### src/rtl/bcdq_pkg.sv
`timescale 1ns / 1ps
`default_nettype none
// ----------------------------------------------------------------------------
// bcdq_pkg
// shared types and constants of the bounded circular deque
// ----------------------------------------------------------------------------
package bcdq_pkg;

	localparam int DEPTH_DEF = 16;
	localparam int CMD_W     = 3;
	localparam int VALUE_W   = 32;
	localparam int COUNT_W   = 5;
	localparam int CAP_W     = 5;
	localparam int PDATA_W   = 32;
	localparam int PADDR_W   = 3;

	localparam logic [CAP_W-1:0] CAP_RESET    = CAP_W'(16);
	localparam logic [0:0]       REG_CAPACITY = 1'b0;

	typedef enum logic [CMD_W-1:0] {
		CMD_PUSH_FRONT = 3'd0,
		CMD_PUSH_REAR  = 3'd1,
		CMD_POP_FRONT  = 3'd2,
		CMD_POP_REAR   = 3'd3,
		CMD_PEEK       = 3'd4
	} cmd_t;

	typedef enum logic [1:0] {
		ST_IDLE,
		ST_READ,
		ST_DONE
	} state_t;

	typedef struct packed {
		logic                      accepted;
		logic signed [VALUE_W-1:0] front_value;
		logic signed [VALUE_W-1:0] rear_value;
		logic                      is_empty;
		logic                      is_full;
		logic [COUNT_W-1:0]        count;
	} res_t;

endpackage
`default_nettype wire

### src/rtl/bcdq_ifs.sv
`timescale 1ns / 1ps
`default_nettype none
// ----------------------------------------------------------------------------
// bcdq request / response channels
// valid-ready channels carrying the deque command and its result
// ----------------------------------------------------------------------------
interface bcdq_req_if import bcdq_pkg::*; ();
	logic                      valid;
	logic                      ready;
	logic [CMD_W-1:0]          cmd;
	logic signed [VALUE_W-1:0] value;

	modport source (output valid, output cmd, output value, input ready);
	modport sink   (input valid, input cmd, input value, output ready);
endinterface

interface bcdq_rsp_if import bcdq_pkg::*; ();
	logic                      valid;
	logic                      ready;
	logic                      accepted;
	logic signed [VALUE_W-1:0] front_value;
	logic signed [VALUE_W-1:0] rear_value;
	logic                      is_empty;
	logic                      is_full;
	logic [COUNT_W-1:0]        count;

	modport source (output valid, output accepted, output front_value, output rear_value,
		output is_empty, output is_full, output count, input ready);
	modport sink   (input valid, input accepted, input front_value, input rear_value,
		input is_empty, input is_full, input count, output ready);
endinterface
`default_nettype wire

### src/rtl/bcdq_ram.sv
`timescale 1ns / 1ps
`default_nettype none
// ----------------------------------------------------------------------------
// bcdq_ram
// single write port, single read port ram with registered read data
// ----------------------------------------------------------------------------
module bcdq_ram #(
	parameter int WIDTH = 32,
	parameter int DEPTH = 16,
	localparam int AW = (DEPTH > 1) ? $clog2(DEPTH) : 1
) (
	input  wire logic             clk,
	input  wire logic             we,
	input  wire logic [AW-1:0]    waddr,
	input  wire logic [WIDTH-1:0] wdata,
	input  wire logic             re,
	input  wire logic [AW-1:0]    raddr,
	output logic      [WIDTH-1:0] rdata
);

	logic [WIDTH-1:0] mem_q [DEPTH];

	always_ff @(posedge clk) begin
		if (we) begin
			mem_q[waddr] <= wdata;
		end
		if (re) begin
			rdata <= mem_q[raddr];
		end
	end

endmodule
`default_nettype wire

### src/rtl/bcdq_ctrl.sv
`timescale 1ns / 1ps
`default_nettype none
// ----------------------------------------------------------------------------
// bcdq_ctrl
// ring pointers, count and sequencer around the two ring ram copies
// ----------------------------------------------------------------------------
module bcdq_ctrl import bcdq_pkg::*; #(
	parameter int DEPTH = DEPTH_DEF
) (
	input  wire logic               clk,
	input  wire logic               arst_n,
	input  wire logic [CAP_W-1:0]   capacity,
	input  wire logic               req_valid,
	output logic                    req_ready,
	input  wire logic [CMD_W-1:0]   req_cmd,
	input  wire logic [VALUE_W-1:0] req_value,
	output logic                    res_valid,
	input  wire logic               res_ready,
	output res_t                    res
);

	localparam int IDX_W = (DEPTH > 1) ? $clog2(DEPTH) : 1;
	localparam int CNT_W = $clog2(DEPTH + 1);
	localparam int CW    = (CNT_W > CAP_W) ? CNT_W : CAP_W;

	state_t             state_q, state_d;
	logic [IDX_W-1:0]   front_q, front_d;
	logic [IDX_W-1:0]   rear_q, rear_d;
	logic [CNT_W-1:0]   count_q, count_d;
	logic               ok_q, ok_d;
	logic               we;
	logic               re;
	logic [IDX_W-1:0]   waddr;
	logic [CW-1:0]      cap_x;
	logic [CW-1:0]      cap_eff;
	logic [CW-1:0]      count_x;
	logic [VALUE_W-1:0] rdata_f;
	logic [VALUE_W-1:0] rdata_r;
	logic               empty;

	function automatic logic [IDX_W-1:0] ring_next(input logic [IDX_W-1:0] i);
		return (i == IDX_W'(DEPTH - 1)) ? '0 : i + IDX_W'(1);
	endfunction

	function automatic logic [IDX_W-1:0] ring_prev(input logic [IDX_W-1:0] i);
		return (i == '0) ? IDX_W'(DEPTH - 1) : i - IDX_W'(1);
	endfunction

	// capacity of zero acts as one, above the ring size as the ring size
	always_comb begin
		cap_x = CW'(capacity);
		if (cap_x == '0) begin
			cap_eff = CW'(1);
		end else if (cap_x > CW'(DEPTH)) begin
			cap_eff = CW'(DEPTH);
		end else begin
			cap_eff = cap_x;
		end
	end

	assign count_x = CW'(count_q);
	assign empty   = (count_q == '0);

	always_ff @(posedge clk or negedge arst_n) begin
		if (!arst_n) begin
			state_q <= ST_IDLE;
			front_q <= '0;
			rear_q  <= '0;
			count_q <= '0;
			ok_q    <= 1'b0;
		end else begin
			state_q <= state_d;
			front_q <= front_d;
			rear_q  <= rear_d;
			count_q <= count_d;
			ok_q    <= ok_d;
		end
	end

	always_comb begin
		state_d   = state_q;
		front_d   = front_q;
		rear_d    = rear_q;
		count_d   = count_q;
		ok_d      = ok_q;
		we        = 1'b0;
		waddr     = front_q;
		re        = 1'b0;
		req_ready = 1'b0;
		res_valid = 1'b0;
		case (state_q)
			ST_IDLE: begin
				req_ready = 1'b1;
				if (req_valid) begin
					ok_d    = 1'b0;
					state_d = ST_READ;
					case (cmd_t'(req_cmd))
						CMD_PUSH_FRONT, CMD_PUSH_REAR: begin
							if (empty) begin
								// first entry lands at the front slot
								rear_d  = front_q;
								we      = 1'b1;
								waddr   = front_q;
								count_d = CNT_W'(1);
								ok_d    = 1'b1;
							end else if (count_x < cap_eff) begin
								if (cmd_t'(req_cmd) == CMD_PUSH_FRONT) begin
									front_d = ring_prev(front_q);
									waddr   = ring_prev(front_q);
								end else begin
									rear_d = ring_next(rear_q);
									waddr  = ring_next(rear_q);
								end
								we      = 1'b1;
								count_d = count_q + CNT_W'(1);
								ok_d    = 1'b1;
							end
						end
						CMD_POP_FRONT, CMD_POP_REAR: begin
							if (!empty) begin
								// last entry leaves the pointers in place
								if (count_q != CNT_W'(1)) begin
									if (cmd_t'(req_cmd) == CMD_POP_FRONT) begin
										front_d = ring_next(front_q);
									end else begin
										rear_d = ring_prev(rear_q);
									end
								end
								count_d = count_q - CNT_W'(1);
								ok_d    = 1'b1;
							end
						end
						CMD_PEEK: begin
							ok_d = 1'b1;
						end
						default: begin
							ok_d = 1'b0;
						end
					endcase
				end
			end
			ST_READ: begin
				re      = 1'b1;
				state_d = ST_DONE;
			end
			ST_DONE: begin
				res_valid = 1'b1;
				if (res_ready) begin
					state_d = ST_IDLE;
				end
			end
			default: begin
				state_d = ST_IDLE;
			end
		endcase
	end

	// two copies of the ring so front and rear read in the same cycle
	bcdq_ram #(.WIDTH(VALUE_W), .DEPTH(DEPTH)) u_ram_front (
		.clk   (clk),
		.we    (we),
		.waddr (waddr),
		.wdata (req_value),
		.re    (re),
		.raddr (front_q),
		.rdata (rdata_f)
	);

	bcdq_ram #(.WIDTH(VALUE_W), .DEPTH(DEPTH)) u_ram_rear (
		.clk   (clk),
		.we    (we),
		.waddr (waddr),
		.wdata (req_value),
		.re    (re),
		.raddr (rear_q),
		.rdata (rdata_r)
	);

	always_comb begin
		res.accepted    = ok_q;
		res.front_value = empty ? '1 : $signed(rdata_f);
		res.rear_value  = empty ? '1 : $signed(rdata_r);
		res.is_empty    = empty;
		res.is_full     = (count_x >= cap_eff);
		res.count       = count_x[COUNT_W-1:0];
	end

endmodule
`default_nettype wire

### src/rtl/bounded_circular_deque.sv
`timescale 1ns / 1ps
`default_nettype none
// ----------------------------------------------------------------------------
// bounded_circular_deque
// double-ended queue in a ring buffer, bounded by a capacity register
// ----------------------------------------------------------------------------
// usage
//   req carries one request: cmd (push front, push rear, pop front, pop rear,
//   peek) and a 32-bit signed value used by the pushes. every request gives
//   exactly one result on rsp: accepted flag, front and rear values after the
//   request (-1 when empty), empty and full flags and the entry count.
//   a push into a full deque or a pop from an empty one is refused.
//   the capacity register sits at byte address 0 of the apb-style port,
//   reset value 16; program it only while no request is in flight.
// timing
//   a request is taken in the idle state (pointer update, ring write), the ring
//   is read in the read state and the result register loads from the done
//   state once the output register is free; a new request is taken only after
//   the result of the last one has moved into the output register.
// reset and stalls
//   arst_n clears pointers, count and the sequencer; capacity returns to 16.
//   the ring itself is not cleared, only written entries ever reach the result.
//   the result sits in an output register; while rsp.ready is low the next
//   request is still taken and worked up to the read, then waits for the
//   output register to free up.
// ----------------------------------------------------------------------------
module bounded_circular_deque import bcdq_pkg::*; #(
	parameter int DEPTH = DEPTH_DEF
) (
	input  wire logic               clk,
	input  wire logic               arst_n,
	bcdq_req_if.sink                req,
	bcdq_rsp_if.source              rsp,
	input  wire logic               psel,
	input  wire logic               penable,
	input  wire logic               pwrite,
	input  wire logic [PADDR_W-1:0] paddr,
	input  wire logic [PDATA_W-1:0] pwdata,
	output logic      [PDATA_W-1:0] prdata,
	output logic                    pready
);

	logic [CAP_W-1:0] capacity_q;
	logic [0:0]       reg_idx;
	logic             cfg_wr;
	logic             res_valid;
	logic             res_ready;
	res_t             res;
	logic             out_valid_q;
	res_t             out_q;

	// ---- configuration port ----
	// register index is the word address; the low two bits are byte lanes
	assign reg_idx = paddr[PADDR_W-1:2];
	assign pready  = 1'b1;
	assign cfg_wr  = psel && penable && pwrite && pready;

	always_ff @(posedge clk or negedge arst_n) begin
		if (!arst_n) begin
			capacity_q <= CAP_RESET;
		end else if (cfg_wr && (reg_idx == REG_CAPACITY)) begin
			capacity_q <= pwdata[CAP_W-1:0];
		end
	end

	assign prdata = (reg_idx == REG_CAPACITY) ? PDATA_W'(capacity_q) : '0;

	// ---- pointer sequencer and ring memory ----
	bcdq_ctrl #(.DEPTH(DEPTH)) u_ctrl (
		.clk       (clk),
		.arst_n    (arst_n),
		.capacity  (capacity_q),
		.req_valid (req.valid),
		.req_ready (req.ready),
		.req_cmd   (req.cmd),
		.req_value (req.value),
		.res_valid (res_valid),
		.res_ready (res_ready),
		.res       (res)
	);

	// ---- output register ----
	// loads when empty or when its current result leaves this cycle
	assign res_ready = !out_valid_q || rsp.ready;

	always_ff @(posedge clk or negedge arst_n) begin
		if (!arst_n) begin
			out_valid_q <= 1'b0;
		end else if (res_valid && res_ready) begin
			out_valid_q <= 1'b1;
		end else if (rsp.ready) begin
			out_valid_q <= 1'b0;
		end
	end

	// payload only, no reset needed
	always_ff @(posedge clk) begin
		if (res_valid && res_ready) begin
			out_q <= res;
		end
	end

	assign rsp.valid       = out_valid_q;
	assign rsp.accepted    = out_q.accepted;
	assign rsp.front_value = out_q.front_value;
	assign rsp.rear_value  = out_q.rear_value;
	assign rsp.is_empty    = out_q.is_empty;
	assign rsp.is_full     = out_q.is_full;
	assign rsp.count       = out_q.count;

endmodule
`default_nettype wire

### src/flat_wrapper.sv
// flat-port wrapper written by rule: the top's interface ports become plain ports
module bounded_circular_deque_flat import bcdq_pkg::*;
#(
	parameter int DEPTH = DEPTH_DEF
)
  (clk, arst_n, psel, penable, pwrite, paddr, pwdata, prdata, pready, req_valid, req_cmd, req_value, req_ready, rsp_valid, rsp_accepted, rsp_front_value, rsp_rear_value, rsp_is_empty, rsp_is_full, rsp_count, rsp_ready);
  bcdq_req_if req_i ();
  bcdq_rsp_if rsp_i ();
  input  wire logic clk;
  input  wire logic arst_n;
  input  wire logic psel;
  input  wire logic penable;
  input  wire logic pwrite;
  input  wire logic [PADDR_W-1:0] paddr;
  input  wire logic [PDATA_W-1:0] pwdata;
  output logic      [PDATA_W-1:0] prdata;
  output logic pready;
  input wire logic [$bits(req_i.valid)-1:0] req_valid;
  input wire logic [$bits(req_i.cmd)-1:0] req_cmd;
  input wire logic [$bits(req_i.value)-1:0] req_value;
  output wire logic [$bits(req_i.ready)-1:0] req_ready;
  output wire logic [$bits(rsp_i.valid)-1:0] rsp_valid;
  output wire logic [$bits(rsp_i.accepted)-1:0] rsp_accepted;
  output wire logic [$bits(rsp_i.front_value)-1:0] rsp_front_value;
  output wire logic [$bits(rsp_i.rear_value)-1:0] rsp_rear_value;
  output wire logic [$bits(rsp_i.is_empty)-1:0] rsp_is_empty;
  output wire logic [$bits(rsp_i.is_full)-1:0] rsp_is_full;
  output wire logic [$bits(rsp_i.count)-1:0] rsp_count;
  input wire logic [$bits(rsp_i.ready)-1:0] rsp_ready;
  assign req_i.valid = req_valid;
  assign req_i.cmd = req_cmd;
  assign req_i.value = req_value;
  assign req_ready = req_i.ready;
  assign rsp_valid = rsp_i.valid;
  assign rsp_accepted = rsp_i.accepted;
  assign rsp_front_value = rsp_i.front_value;
  assign rsp_rear_value = rsp_i.rear_value;
  assign rsp_is_empty = rsp_i.is_empty;
  assign rsp_is_full = rsp_i.is_full;
  assign rsp_count = rsp_i.count;
  assign rsp_i.ready = rsp_ready;
  bounded_circular_deque #(.DEPTH(DEPTH)) u_core (.clk(clk), .arst_n(arst_n), .req(req_i), .rsp(rsp_i), .psel(psel), .penable(penable), .pwrite(pwrite), .paddr(paddr), .pwdata(pwdata), .prdata(prdata), .pready(pready));
endmodule
### config.mk
export PLATFORM = sky130hd
export DESIGN_NAME = bounded_circular_deque_flat
export DESIGN_NICKNAME = d
export VERILOG_FILES = /design/src/rtl/bcdq_pkg.sv /design/src/rtl/bcdq_ifs.sv /design/src/rtl/bcdq_ram.sv /design/src/rtl/bcdq_ctrl.sv /design/src/rtl/bounded_circular_deque.sv /design/src/flat_wrapper.sv
export SDC_FILE = /design/constraint.sdc
export NUM_CORES = 1
export LEC_CHECK = 0
export BUFFER_PORTS_ARGS = -buffer_cell sky130_fd_sc_hd__buf_4
export CORE_AREA = 2 2 238 240
export CTS_CLUSTER_DIAMETER = 40
export DETAILED_ROUTE_END_ITERATION = 12
export DIE_AREA = 0 0 240 242
export PLACE_DENSITY = 0.75
export SYNTH_ARGS = -nofsm -noshare
export SYNTH_HDL_FRONTEND = slang
export SYNTH_SLANG_ARGS = --single-unit
### constraint.sdc
create_clock -name clk -period 5.4 [get_ports clk]
set_input_delay 1.08 -clock clk [delete_from_list [all_inputs] [get_ports clk]]
set_output_delay 1.08 -clock clk [all_outputs]
set_load 0.02 [all_outputs]
==> run_results.csv, run 1 <==
group,metric,value,unit
placement,dp_hpwl,39100,um
timing,grt_setup_unrepaired,"false",
die,dieArea,58100,um2
die,die_y,242,um
worst_setup_path,critical_path_class,"register to register",
synthesis,synth_edf_count,648,
global_routing,grt_pass1_vias,17300,
power,max-vdd-ir-drop,0.435,mV
timing,max_freq,240,MHz
synthesis,synthCells,1617,
clock_tree,holdBufCountCts,0,
routing,vias_per_cell,6.51,
worst_setup_path,required,5.70,ns
worst_setup_path,endpoint_kind,"register",
die,core-area,55700,um2
global_routing,grt_max_degree,132,
layout,stdcell_count,2580,
power,leakagePower,11.7,nW
min_path,hp-class,"input port to async pin",
routing,wl,72100,um
die,die_w,240,um
placement,numPortBuffers,126,
clock_tree,clock-root-buffer,"clkbuf_16",
run,drv_cap,0,
worst_setup_path,critical_path.max_fanout,31,
worst_setup_path,start_kind,"register",
global_routing,grt_usage,25.3,%
clock_tree,cts-resized-gates,0,
placement,place_inst,2428,
worst_setup_path,regToRegSetupSlack,1.24,ns
timing,finalSetupViolCount,0,
layout,drive_gt1_share,31.6,%
run_status,status,"finished, final reports clean",
synthesis,synth_ff_type,"edfxtp_1",
routing,wl_per_cell,28.0,um
routing,num_vias,16800,
layout,areaGrowthSynthToFinish,14.6,%
clock_tree,clock_path_buffers,3,
routing,first_pass_iters,6,
timing,hold-worst-slack,0.343,ns
clock_tree,cts_tree,"yes",
timing,timing.final.hold_violations,0,
clock_tree,clock_latency,0.63,ns
die,start_util,54.2,%
synthesis,synth_common_cells,"648 x edfxtp_1, 224 x mux4_2, 134 x mux2i_1",
timing,period_minus_slack,4.16,ns
placement,gp_congestion,0.851,
timing,slew_violations,0,
synthesis,synth_top_area_share,64.4,%
synthesis,yosysWarnings,0,
synthesis,synth.area.top_cells,"edfxtp_1 64%, mux4_2 17%, mux2i_1 4.4%",
die,row_count,87,
timing,tightest_slew,1.28,ns
clock_tree,clk_pin_slew,0.06,ns
synthesis,synth_area_leader_cell,"edfxtp_1",
timing,setup_tns,0,ns
synthesis,seq_area_frac_synth,66.2,%
die,ios,184,
layout,layout.nets,1847,
synthesis,synth_most_common_cell,"edfxtp_1",
clock_tree,cts_buffers,83,
routing,drt_iter0_drc,1761,
global_routing,grt_overflow,0,
timing,skew,0.0214,ns
routing,ant_nets,0,
timing,fin_crit_sh,77.0,%
worst_setup_path,worstPathArrival,4.46,ns
clock_tree,cts.sinks,670,
timing,slew_headroom,14.5,%
synthesis,async_flop_share,3.28,%
synthesis,syn_area,30200,um2
routing,drc,0,
global_routing,grt_pass1_wl,107000,um
synthesis,ys_seq_elements,670,
synthesis,yosys.cell_types.count,76,
clock_tree,cts_setup_buffers,0,
synthesis,syn_area_per_cell,18.7,um2
power,power_density,529,nW/um2
global_routing,grt_antenna_before_repair,3,
clock_tree,htree_num_levels,3,
[final timing paths]
path / depth (start not counted) / end / startpoint
max: 8 / u_core.u_ctrl.u_ram_rear.mem_q[15][23] / u_core.u_ctrl.front_q[1]
min: 1 / u_core.u_ctrl.front_q[0] / arst_n
max reg2reg: 8 / u_core.u_ctrl.u_ram_rear.mem_q[15][23] / u_core.u_ctrl.front_q[1]
min reg2reg: 0 / u_core.rsp.accepted / u_core.u_ctrl.ok_q
max in group asynchronous: 1 / u_core.capacity_q[4] / arst_n
min in group clk: 0 / u_core.rsp.accepted / u_core.u_ctrl.ok_q
[sequential cells by signal, summed over array words and instances, names as in the netlist]
signal	cells
u_core.rsp.is_full	1
u_core.capacity_q	5
u_core.u_ctrl.rear_q	4
u_core.u_ctrl.u_ram_rear.rdata	32
u_core.u_ctrl.ok_q	1
u_core.u_ctrl.state_q	2
u_core.u_ctrl.front_q	4
u_core.u_ctrl.count_q	5
u_core.rsp.rear_value	32
u_core.rsp.front_value	32
u_core.rsp.is_empty	1
u_core.u_ctrl.u_ram_rear.mem_q	512
u_core.u_ctrl.u_ram_front.rdata	32
u_core.rsp.valid	1
u_core.rsp.count	5
u_core.rsp.accepted	1
[per-stage QoR]
step | setup WS (ns) | instance area [um2] | total power, mW | util [%]
finish | 1.24 | 34600 | 18.3 | 62.1
global route | 1.16 | 34600 | 19.0 | 62.1
CTS | 1.35 | 34600 | 18.4 | 62.1
detailed placement | 1.42 | 31900 | 13.0 | 57.3
global placement | 1.52 | 31900 | 12.9 | 57.3
floorplan | 0.306 | 30300 | 11.4 | -
[kinds of logic after synthesis]
family	after synthesis	synth area share [%]
AOI/OAI and AO/OA	206	5.03
xor gates and xnor gates	4	0.116
adders and majority gates	13	0.539
buffers and inverters	154	2.80
DFF	670	66.2
muxes	366	21.4
other	2	0.0249
and+or+nand+nor	202	3.80
[worst max-delay path: stages, from the launching register on]
cell and delay (ns):
dfrtp_2 1.01, inv_1 0.17, ha_1 0.40, nor4_1 0.47, o21ai_0 0.22, a211oi_1 0.25
o221ai_1 0.40, nor2_4 0.58, buf_12 0.31
[placed cells by master (no fill, tap or decap), drive strengths merged, types with 3 or more instances in the layout]
cell type  instances
a211oi             6
a21o               4
a21oi             15
a221oi            64
a22oi             31
a31oi              6
buf              167
bufinv             4
clkbuf            98
clkinv            30
clkinvlp           6
conb              28
dfrtp             21
edfxtp           648
ha                13
inv               29
mux2               8
mux2i            134
mux4             224
nand2             29
nand2b            72
nand3              4
nand4              6
nor2              49
nor2b             11
nor3              10
nor3b              4
o211ai             3
o21ai             47
o221ai             3
o22ai              3
o31a               3
o31ai              3
or3                4
xnor2              3
[cell type report]
cell class	instances	area, um2
repair buffers	167	1300
fillers	3854	21100
clock inverters	53	482
multi-input cells	819	9580
well taps	756	946
inverters	16	60.1
flip-flops and latches	670	20000
clock buffers	98	2210
diodes	1	2.50
[routing by layer]
layer	vias up	wire, um	track usage (%)
li1	7019	-	-
met1	8761	28000	34.5
met2	844	35500	40.3
met3	171	6170	5.04
met4	4	2470	10.2
met5	-	26	0
[power breakdown]
group	internal (mW)	switching (mW)
Sequential	6.39	0.550
Clock	3.16	2.19
Combinational	2.81	3.20
Note: power is estimated with default switching activity, not from simulation.
==> run 2, diff against run 1 <==
--- a/config.mk
+++ b/config.mk
@@ -5,12 +5,13 @@
 export SDC_FILE = /design/constraint.sdc
 export NUM_CORES = 1
 export LEC_CHECK = 0
+export ABC_AREA = 1
 export BUFFER_PORTS_ARGS = -buffer_cell sky130_fd_sc_hd__buf_4
-export CORE_AREA = 2 2 238 240
+export CORE_AREA = 2 2 241 243
 export CTS_CLUSTER_DIAMETER = 40
 export DETAILED_ROUTE_END_ITERATION = 12
-export DIE_AREA = 0 0 240 242
-export PLACE_DENSITY = 0.75
+export DIE_AREA = 0 0 243 245
+export PLACE_DENSITY = 0.72
 export SYNTH_ARGS = -nofsm -noshare
 export SYNTH_HDL_FRONTEND = slang
 export SYNTH_SLANG_ARGS = --single-unit
==> constraint.sdc (replaced) <==
create_clock -name clk -period 4 [get_ports clk]
set_input_delay 0.8 -clock clk [delete_from_list [all_inputs] [get_ports clk]]
set_output_delay 0.8 -clock clk [all_outputs]
set_load 0.02 [all_outputs]
==> run_results.csv, run 2 <==
group,metric,value,unit
run_status,status,"finished, final reports clean",
worst_setup_path,crit_chain,"inv_1, nand4_1, nand2_1, nand2_1, ha_1, nand2_1, inv_1, nand2_1, nand2_1, nor2_2, nor2_1, nor2_1, nand3_1, nor2_4, buf_12",
placement,place_ws,0.605,ns
timing,fin_crit_sh,85.8,%
worst_setup_path,endpoint_kind,"register",
clock_tree,clock-root-buffer,"clkbuf_16",
routing,wl_per_cell,23.3,um
layout,stdcell_count,3762,
layout,layout.nets,3012,
synthesis,synth_ff_type,"edfxtp_1",
worst_setup_path,start_kind,"register",
clock_tree,cts.sinks,670,
synthesis,ys_seq_elements,670,
timing,max_freq,291,MHz
layout,layout_common_cells,"648 x edfxtp_1, 422 x o21ai_0, 309 x nand2_1, 244 x a21oi_1, 221 x nor2_1",
clock_tree,holdBufCountCts,0,
die,ios,184,
clock_tree,htree_num_levels,3,
clock_tree,cts_tree,"yes",
layout,final_common_cell,"edfxtp_1",
die,dieArea,59500,um2
power,power_density,746,nW/um2
synthesis,synthCells,2855,
routing,ant_nets,0,
worst_setup_path,r2r-end,"u_core.u_ctrl.u_ram_rear.mem_q[4][6]",
min_path,hp-class,"input port to async pin",
power,max-vdd-ir-drop,0.646,mV
worst_setup_path,required,4.33,ns
synthesis,synth_top_area_share,62.9,%
synthesis,yosysWarnings,0,
clock_tree,clk_pin_slew,0.05,ns
die,die_y,245,um
placement,dp_hpwl,47800,um
timing,tightest_slew,1.15,ns
worst_setup_path,regToRegSetupSlack,0.57,ns
clock_tree,cts_buffers,87,
die,row_count,88,
global_routing,grt_max_degree,237,
routing,vias_per_cell,6.40,
clock_tree,clock_latency,0.65,ns
synthesis,synth_edf_count,648,
placement,gp_congestion,0.868,
routing,wl,87500,um
worst_setup_path,cp_common_cell,"nand2_1",
layout,areaGrowthSynthToFinish,14.7,%
routing,num_vias,24100,
timing,setup_tns,0,ns
timing,timing.final.hold_violations,0,
worst_setup_path,critical_path.max_fanout,12,
layout,drive_gt1_share,15.1,%
timing,grt_setup_unrepaired,"false",
synthesis,synth.area.top_cells,"edfxtp_1 63%, o21ai_0 6.8%, a21oi_1 3.9%",
global_routing,grt_overflow,0,
timing,slew_headroom,23.6,%
synthesis,syn_area_per_cell,10.8,um2
routing,drc,0,
worst_setup_path,r2r_cells,15,
synthesis,synth_common_cells,"648 x edfxtp_1, 422 x o21ai_0, 310 x nand2_1",
synthesis,syn_area,30900,um2
synthesis,synth_most_common_cell,"edfxtp_1",
worst_setup_path,worstPathArrival,3.76,ns
synthesis,seq_area_frac_synth,64.7,%
synthesis,yosys.cell_types.count,38,
worst_setup_path,critical_path_class,"register to register",
worst_setup_path,slowest_stage,"nor2_4",
die,start_util,54.2,%
global_routing,grt_pass1_wl,133000,um
synthesis,synth_area_leader_cell,"edfxtp_1",
synthesis,async_flop_share,3.28,%
timing,finalSetupViolCount,0,
placement,numPortBuffers,126,
run,drv_cap,0,
clock_tree,cts_setup_buffers,0,
clock_tree,cts-resized-gates,0,
power,leakagePower,12.8,nW
global_routing,grt_usage,29.0,%
worst_setup_path,critical-path-max-stage-delay,0.52,ns
routing,first_pass_iters,6,
global_routing,grt_pass1_vias,23600,
timing,skew,0.0294,ns
layout,largest_reg_flops,512,
layout,top_register,"u_core.u_ctrl.u_ram_rear.mem_q",
worst_setup_path,r2r-start,"u_core.capacity_q[1]",
clock_tree,clock_path_buffers,3,
timing,slew_violations,0,
global_routing,grt_antenna_before_repair,3,
die,die_w,243,um
timing,period_minus_slack,3.43,ns
timing,fin_ws,0.568,ns
die,core-area,57000,um2
routing,drt_iter0_drc,3190,
placement,place_inst,3598,
==> run 2: routing by layer <==
layer,vias to the layer above,wire length (um),global-route usage [%]
li1,10500,-,-
met1,11500,31900,37.8
met2,1784,41000,46.4
met3,352,10300,4.91
met4,0,4340,16.5
met5,-,0,0.327
==> run 2: critical path, delay by kind of cell (launching register included) <==
kind	cells	cell delay (ns)
flip-flops	1	0.38
adder cells (fa/ha/maj)	1	0.27
buffers and inverters	3	0.38
AND/OR/NAND/NOR	11	2.08
==> run 2: cell families (layout without fill, tap and decap cells) <==
| family | after synthesis | in the layout | share of synthesized area (%) |
|---|---|---|---|
| and+or+nand+nor | 833 | 833 | 11.9 |
| buffers and inverters | 433 | 548 | 6.12 |
| AOI/OAI and AO/OA | 898 | 898 | 16.6 |
| DFF | 670 | 670 | 64.7 |
| adders and majority gates | 13 | 13 | 0.526 |
| other | 2 | 29 | 0.0243 |
| xor gates and xnor gates | 6 | 6 | 0.170 |
==> run 2: worst max path at each step <==
stage / start / endpoint / depth (start not counted)
finish: u_core.capacity_q[1] / u_core.u_ctrl.u_ram_rear.mem_q[4][6] / 15
global route: u_core.capacity_q[1] / u_core.u_ctrl.u_ram_rear.mem_q[4][6] / 15
CTS: u_core.capacity_q[1] / u_core.u_ctrl.u_ram_rear.mem_q[4][6] / 15
detailed placement: u_core.capacity_q[1] / u_core.u_ctrl.u_ram_rear.mem_q[4][18] / 15
global placement: u_core.capacity_q[2] / u_core.u_ctrl.u_ram_rear.mem_q[4][18] / 15
floorplan: u_core.u_ctrl.front_q[0] / u_core.u_ctrl.u_ram_rear.mem_q[0][0] / 15
==> run 2: power by group <==
| part | total (mW) | switching, mW | internal (mW) |
|---|---|---|---|
| Sequential | 9.11 | 0.416 | 8.70 |
| Combinational | 9.67 | 6.89 | 2.78 |
| Clock | 7.70 | 3.16 | 4.54 |
| Total | 26.5 | 10.5 | 16.0 |
==> run 2: through the flow <==
stage	util [%]	hold WS, ns	power (mW)	cell area (um2)
after global placement	57.1	0.438	18.3	32600
after detailed placement	57.1	0.453	18.6	32600
final	62.2	0.0633	26.5	35500
after CTS	62.2	0.0475	26.3	35500
after global routing	62.2	0.0731	27.6	35500
after floorplan	-	0.425	15.5	31000
==> run 2: cell type report <==
class / instances / area (um2)
diodes: 1 / 2.50
clock buffers: 95 / 2210
clock inverters: 68 / 683
fillers: 4255 / 21500
inverters: 195 / 743
multi-input cells: 1778 / 9280
flip-flops and latches: 670 / 20000
well taps: 765 / 957
repair buffers: 190 / 1590
